<file path="config.mk">
export PLATFORM = sky130hd
export DESIGN_NAME = v2dconv_ofifo_flat
export DESIGN_NICKNAME = d
export VERILOG_FILES = /design/src/v2dconv_pkg.sv /design/src/v2dconv_if.sv /design/src/v2dconv_ofifo.sv /design/src/flat_wrapper.sv
export SDC_FILE = /design/constraint.sdc
export NUM_CORES = 1
export LEC_CHECK = 0
export BUFFER_PORTS_ARGS = -buffer_cell sky130_fd_sc_hd__buf_2
export CAP_MARGIN = 15
export CORE_UTILIZATION = 47
export DETAILED_ROUTE_END_ITERATION = 16
export PLACE_DENSITY_LB_ADDON = 0.05
export SLEW_MARGIN = 15
export SYNTH_ARGS = -nofsm -noshare
export SYNTH_HDL_FRONTEND = slang
export SYNTH_SLANG_ARGS = --single-unit
</file>
<file path="constraint.sdc">
create_clock -name clk -period 5.8 [get_ports clk]
set_input_delay 0.87 -clock clk [delete_from_list [all_inputs] [get_ports clk]]
set_output_delay 0.87 -clock clk [all_outputs]
set_load 0.1 [all_outputs]
</file>
<file path="src/v2dconv_pkg.sv">
// Package for the valid KxK 2-D convolution block.
// Holds default sizes, field widths, register codes and shared structs.
// Used by every file in src.
package v2dconv_pkg;

  localparam int WIN_SIZE_DEF   = 3;
  localparam int MAX_WIDTH_DEF  = 1024;
  localparam int MAX_HEIGHT_DEF = 4096;

  localparam int SAMPLE_W    = 16;
  localparam int COEFF_W     = 12;
  localparam int NUM_ROWS    = 5;
  localparam int ROW_W       = 60;
  localparam int CFG_IDX_W   = 3;
  localparam int CFG_DATA_W  = 60;
  localparam int WIDTH_REG_W = 11;
  localparam int WIDTH_RESET = 1024;

  localparam int PROD_W    = 28;
  localparam int ACC_W     = 34;
  localparam int FRAC_BITS = 10;
  localparam int CONV_W    = 24;
  localparam int OCOL_W    = 10;
  localparam int OROW_W    = 12;

  localparam int OFIFO_DEPTH = 8;

  typedef enum logic [CFG_IDX_W-1:0] {
    REG_IMAGE_WIDTH = 3'd0,
    REG_COEFF_ROW_0 = 3'd1,
    REG_COEFF_ROW_1 = 3'd2,
    REG_COEFF_ROW_2 = 3'd3,
    REG_COEFF_ROW_3 = 3'd4,
    REG_COEFF_ROW_4 = 3'd5
  } cfg_reg_t;

  typedef logic [ROW_W-1:0] coeff_row_t;

  typedef struct packed {
    logic              valid;
    logic [OCOL_W-1:0] col;
    logic [OROW_W-1:0] row;
  } conv_meta_t;

  typedef struct packed {
    logic signed [CONV_W-1:0] conv_value;
    logic [OCOL_W-1:0]        out_col;
    logic [OROW_W-1:0]        out_row;
  } conv_word_t;

endpackage

</file>
<file path="src/v2dconv_if.sv">


interface v2dconv_out_if import v2dconv_pkg::*; ();
  logic                     valid;
  logic                     ready;
  logic signed [CONV_W-1:0] conv_value;
  logic [OCOL_W-1:0]        out_col;
  logic [OROW_W-1:0]        out_row;

  modport source (output valid, conv_value, out_col, out_row, input ready);
  modport sink (input valid, conv_value, out_col, out_row, output ready);
endinterface

</file>
<file path="src/v2dconv_ofifo.sv">
// Output queue of result words; decouples the result channel from the pipeline.
// Depends on v2dconv_pkg and v2dconv_out_if.
module v2dconv_ofifo import v2dconv_pkg::*; #(
  parameter int DEPTH = OFIFO_DEPTH
) (
  input  logic                     clk,
  input  logic                     rst_n,
  input  logic                     push,
  input  conv_word_t               push_word,
  v2dconv_out_if.source            out_ch,
  output logic [$clog2(DEPTH+1)-1:0] count
);

  localparam int AW   = $clog2(DEPTH);
  localparam int CNTW = $clog2(DEPTH + 1);

  conv_word_t      mem_r [DEPTH];
  logic [AW-1:0]   wr_ptr_r, rd_ptr_r;
  logic [CNTW-1:0] count_r;
  logic            pop;
  conv_word_t      head;

  assign pop  = out_ch.valid & out_ch.ready;
  assign head = mem_r[rd_ptr_r];

  always_ff @(posedge clk) begin
    if (push) begin
      mem_r[wr_ptr_r] <= push_word;
    end
  end

  always_ff @(posedge clk) begin
    if (!rst_n) begin
      wr_ptr_r <= '0;
      rd_ptr_r <= '0;
      count_r  <= '0;
    end else begin
      if (push) begin
        wr_ptr_r <= (wr_ptr_r == AW'(DEPTH - 1)) ? '0 : wr_ptr_r + AW'(1);
      end
      if (pop) begin
        rd_ptr_r <= (rd_ptr_r == AW'(DEPTH - 1)) ? '0 : rd_ptr_r + AW'(1);
      end
      if (push && !pop) begin
        count_r <= count_r + CNTW'(1);
      end else if (pop && !push) begin
        count_r <= count_r - CNTW'(1);
      end
    end
  end

  assign out_ch.valid      = (count_r != '0);
  assign out_ch.conv_value = head.conv_value;
  assign out_ch.out_col    = head.out_col;
  assign out_ch.out_row    = head.out_row;
  assign count             = count_r;

  a_no_overflow: assert property (@(posedge clk) disable iff (!rst_n)
    push |-> ((count_r < CNTW'(DEPTH)) || pop))
    else $error("result queue overflow");

  a_pop_count: assert property (@(posedge clk) disable iff (!rst_n)
    (pop && !push) |=> (count_r == $past(count_r) - CNTW'(1)))
    else $error("result queue count lost a pop");

endmodule

</file>
<file path="src/flat_wrapper.sv">
// flat-port wrapper written by rule: the top's interface ports become plain ports
module v2dconv_ofifo_flat import v2dconv_pkg::*;
#(
  parameter int DEPTH = OFIFO_DEPTH
)
  (clk, rst_n, push, push_word, count, out_ch_valid, out_ch_conv_value, out_ch_out_col, out_ch_out_row, out_ch_ready);
  v2dconv_out_if out_ch_i ();
  input  logic clk;
  input  logic rst_n;
  input  logic push;
  input  conv_word_t push_word;
  output logic [$clog2(DEPTH+1)-1:0] count;
  output wire logic [$bits(out_ch_i.valid)-1:0] out_ch_valid;
  output wire logic [$bits(out_ch_i.conv_value)-1:0] out_ch_conv_value;
  output wire logic [$bits(out_ch_i.out_col)-1:0] out_ch_out_col;
  output wire logic [$bits(out_ch_i.out_row)-1:0] out_ch_out_row;
  input wire logic [$bits(out_ch_i.ready)-1:0] out_ch_ready;
  assign out_ch_valid = out_ch_i.valid;
  assign out_ch_conv_value = out_ch_i.conv_value;
  assign out_ch_out_col = out_ch_i.out_col;
  assign out_ch_out_row = out_ch_i.out_row;
  assign out_ch_i.ready = out_ch_ready;
  v2dconv_ofifo #(.DEPTH(DEPTH)) u_core (.clk(clk), .rst_n(rst_n), .push(push), .push_word(push_word), .out_ch(out_ch_i), .count(count));
endmodule
</file>
**After elaboration in Yosys (flattened, before gate mapping)**

Memories as Yosys holds them, arrays and structs flattened. A register that Yosys moved wholly into a read port is not among the register bits.
Cells that the tools add are included.

- Add/subtract/negate cells: 4
- Equality and inequality tests: 2
- Muxes and demuxes: 8
- Bitwise gates (word level): 1
- Reduce and logical (&&, ||, !) cells: 6

Operator list:

| cell | count |
|---|---|
| $mux 3 | 4 |
| $mux 4 | 2 |
| $add 3x1->3 const B | 2 |
| $eq 3x3->1 const B | 2 |
| $add 4x1->4 const B | 1 |
| $reduce_bool 4->1 | 1 |
| $sub 4x1->4 const B | 1 |
| $logic_and 1x1->1 | 2 |
| $logic_not 1->1 | 2 |
| $mux 1 | 2 |
| $reduce_bool 2->1 | 1 |
| $and 1x1->1 | 1 |

- Flip-flop bits (word level): 10
- RAM bits: 368
- Output and inout bits: 51
- Logic and storage cells: 25
- Memories: 1

Memories:

| memory | words | bits a word | rd ports | clocked after Yosys merged registers in | wr ports | line | source |
|---|---|---|---|---|---|---|---|
| u_core.mem_r | 8 | 46 | 1 | 1 | 1 | v2dconv_ofifo.sv:17 | `conv_word_t mem_r [DEPTH];` |

**Depth between registers and ports, before layout**

- Word-level depth: 5
- Mapped depth: 9
- Gate-level depth less buffers: 9

**Worst setup path after synthesis**

No wires, ideal clock.

- Kind: input-to-reg
- From: input push
- To: memory u_core.mem_r[0][0] (netlist name), enable pin
- Arrival: 4.108 ns
- Required time: 5.294 ns
- Path slack: 1.185 ns
- Stages: 2
- Cells stage by stage: nand2b_1 -> nor3_1

- Word-level cells in the longest chain between the ends: 2

Ends and longest elaborated chain:

| element | line | source |
|---|---|---|
| start, declared | flat_wrapper.sv:10 | `input logic push;` |
| $mux 1 | v2dconv_ofifo.sv:27 | `if (push) begin` |
| $mux 1 (implied by the code) | v2dconv_ofifo.sv:28 | `mem_r[wr_ptr_r] <= push_word;` |
| end, declared | v2dconv_ofifo.sv:17 |  |

Every way passes these cells.

==> impl_metrics.csv <==
group,metric,value,unit
outcome,status,"completed",
placed_design,io_buffer_count,100,
timing,final-setup-viol-count,0,
placed_design,dp_hpwl,14900,um
grt,antenna_found_initial,3,
detailed_routing,wirelength,27800,um
clock_tree,cts_setup_buffers,0,
detailed_routing,firstDrtPassIters,4,
min_path,hold_depth,2,
setup_path,cp-end-kind,"primary output",
clock_tree,cts_tree,"done",
yosys,ys_seq_elements,381,
timing,max_clock_freq,247,MHz
layout,finalNonFillerCells,1160,
floorplan,initial_core_utilization,48.0,%
yosys,synth.lib_cells_used.distinct,33,
detailed_routing,via_per_inst,5.57,
timing,finalSetupTns,0,ns
setup_path,r2r_slack,3.21,ns
floorplan,die_width,179,um
power,leakage,5.56,nW
yosys,synth.top_cell.area_share,75.0,%
setup_path,reg2regPathDepth,9,
setup_path,rr_endpoint,"u_core.count[3]$_SDFFE_PN0P_",
power,power-per-cell-area,438,nW/um2
floorplan,rows,64,
min_path,hold_path_start,"u_core.rd_ptr_r[2]$_SDFFE_PN0P_",
detailed_routing,dr_total_vias,6459,
layout,finish.net_count,791,
clock_tree,cts.htree.levels,2,
timing,hold_slack,0.471,ns
timing,slew_headroom,31.5,%
clock_tree,clock-root-buffer,"sky130_fd_sc_hd__clkbuf_16",
clock_tree,cts_buffer_depth,3,
timing,final.setup_skew,0.0144,ns
grt,number_of_global_route_vias_before_repair,6991,
detailed_routing,drt_drc_violations_left,0,
detailed_routing,routed_wire_length_per_instance,24.0,um
timing,drv_slew,0,
detailed_routing,detail-route-antenna-nets,0,
setup_path,worstPathMaxFanout,51,
setup_path,critPathLaunchType,"flop",
layout,most-common-layout-cells,"368 x sky130_fd_sc_hd__edfxtp_1, 100 x sky130_fd_sc_hd__buf_2, 58 x sky130_fd_sc_hd__mux4_1",
job,drv_cap,0,
grt,grt_pass1_wl,41800,um
layout,layout.cells.most_common,"sky130_fd_sc_hd__edfxtp_1",
timing,period_utilization,69.8,%
yosys,synth.yosys.warnings,0,
layout,syn2layout_area_growth,15.0,%
yosys,netlist_top_cells_area,"sky130_fd_sc_hd__edfxtp_1 75%, sky130_fd_sc_hd__mux4_1 10%, sky130_fd_sc_hd__mux4_2 5.2%",
timing,final_hold_viol_count,0,
yosys,synth_top_cell_by_area,"sky130_fd_sc_hd__edfxtp_1",
floorplan,dieHeight,179,um
layout,post_route_cells_drive_above_1_share,34.5,%
setup_path,critical_path.reg2reg.startpoint,"u_core.count[0]$_SDFFE_PN0P_",
clock_tree,worst_skew_pair.late_latency,0.53,ns
floorplan,die-area,32000,um2
grt,maximum_number_of_pins_on_one_net_before_global_route_repair,73,
clock_tree,ctsHoldBuffers,0,
yosys,synth_seq_area_share,76.8,%
timing,worst_slew_pin_slew,1.03,ns
setup_path,req_time_crit_path,4.93,ns
clock_tree,clk_slew_on_worst_s_h_paths,0.05,ns
yosys,post_synth.cell_area_avg,24.4,um2
detailed_routing,drt_first_iter_violations,307,
setup_path,critical_path_start_end_classification,"reg2out",
yosys,synth_fp_nets,661,
clock_tree,cts_sinks,381,
clock_tree,post_cts_resized,0,
placed_design,place.gp.congestion,0.717,
setup_path,worstPathArrival,3.18,ns
floorplan,io_pins,101,
timing,final.min_clock_period,4.05,ns
grt,grt_overflow_total,0,
placed_design,place_inst,1086,
floorplan,core_area,30700,um2
grt,grt_use_total,18.2,%
yosys,syn-cell-area,14700,um2
timing,grt_setup_unrepaired,"false",
yosys,synth_cells,603,
min_path,hold_path.class,"reg2reg",
clock_tree,cts_buffers,41,
power,vdd_ir_drop_max,0.686,mV
==> flip-flops by register name, indices dropped and copies added, names as in the netlist, named ones only <==
name	cells
u_core.rd_ptr_r	3
u_core.mem_r	368
u_core.wr_ptr_r	3
u_core.count	4
==> critical path, cell delays in order, from the launching register on <==
cell and delay [ns]:
sky130_fd_sc_hd__dfxtp_4 1.00, sky130_fd_sc_hd__buf_4 0.43, sky130_fd_sc_hd__mux4_1 0.58, sky130_fd_sc_hd__mux2_2 0.29, sky130_fd_sc_hd__buf_2 0.30
==> synthesized netlist by cell type <==
cell type / count
sky130_fd_sc_hd__a21boi_1: 3
sky130_fd_sc_hd__o21ai_0: 1
sky130_fd_sc_hd__a21oi_1: 1
sky130_fd_sc_hd__or4_1: 1
sky130_fd_sc_hd__buf_12: 2
sky130_fd_sc_hd__nor2_1: 8
sky130_fd_sc_hd__mux4_1: 58
sky130_fd_sc_hd__fa_1: 1
sky130_fd_sc_hd__inv_1: 1
sky130_fd_sc_hd__nor2b_1: 3
sky130_fd_sc_hd__nand3_1: 2
sky130_fd_sc_hd__edfxtp_1: 368
sky130_fd_sc_hd__nor3_1: 2
sky130_fd_sc_hd__clkbuf_1: 8
sky130_fd_sc_hd__xnor2_1: 2
sky130_fd_sc_hd__mux4_2: 34
sky130_fd_sc_hd__nand4b_1: 1
sky130_fd_sc_hd__nand3b_1: 1
sky130_fd_sc_hd__nand2b_1: 5
sky130_fd_sc_hd__a21boi_0: 1
sky130_fd_sc_hd__dfxtp_1: 13
sky130_fd_sc_hd__nand2_1: 8
sky130_fd_sc_hd__a211oi_1: 1
sky130_fd_sc_hd__mux2i_1: 4
sky130_fd_sc_hd__and2_1: 2
sky130_fd_sc_hd__buf_6: 1
sky130_fd_sc_hd__or3_1: 1
sky130_fd_sc_hd__buf_2: 2
sky130_fd_sc_hd__buf_1: 8
sky130_fd_sc_hd__mux2_2: 46
sky130_fd_sc_hd__a31oi_1: 1
sky130_fd_sc_hd__ha_1: 7
sky130_fd_sc_hd__buf_8: 6
==> cell families after synthesis <==
logic type,after synthesis,share of synthesized area (%)
buf+inv,28,1.46
fa+ha+maj,8,0.731
flops,381,76.8
xor+xnor,2,0.119
simple gates,34,1.17
compound gates,8,0.365
mux,142,19.3
==> layer usage <==
layer / share of wire [%] / global-route usage (%) / vias up
met1: 43 / 24.1 / 3386
met3: 5.1 / 4.41 / 46
met5: 0.079 / 0 / -
li1: - / - / 2878
met2: 50 / 30.2 / 145
met4: 2.0 / 4.63 / 4
==> worst max-delay path by stage <==
stage | end | slack, ns | cells after the start
after global placement | out_ch_conv_value[9] | 2.25 | 4
after detailed placement | out_ch_conv_value[8] | 2.22 | 4
after CTS | out_ch_conv_value[8] | 1.66 | 4
after floorplan | u_core.mem_r[0][0]$_DFFE_PP_ | 1.19 | 2
final | out_ch_conv_value[9] | 1.75 | 4
after global routing | out_ch_conv_value[9] | 1.55 | 4
==> power breakdown <==
group,internal [mW],total [mW],switching (mW)
clock network,1.39,2.39,1.00
logic,0.529,1.79,1.26
registers,3.10,3.23,0.133
==> through the flow <==
| stage | power [mW] | worst slack [ns] | area (um2) | utilization, % |
|---|---|---|---|---|
| 3_5_place_dp | 5.11 | 2.22 | 15700 | 51.2 |
| 5_1_grt | 7.68 | 1.55 | 16900 | 55.2 |
| 3_3_place_gp | 5.08 | 2.25 | 15700 | 51.2 |
| 4_1_cts | 7.50 | 1.66 | 16900 | 55.2 |
| 2_1_floorplan | 4.84 | 1.19 | 14700 | - |
| 6_report | 7.42 | 1.75 | 16900 | 55.2 |
==> final cells by class <==
class,count,area (um2)
inverter,1,3.75
tap,396,495
timing repair buffer,114,618
clock buffer,56,1150
sequential,381,11300
multi-input combinational,194,3250
fill,2312,13700
antenna,1,2.50
clock inverter,17,88.8
No activity file was read; power rests on OpenSTA's default activity.
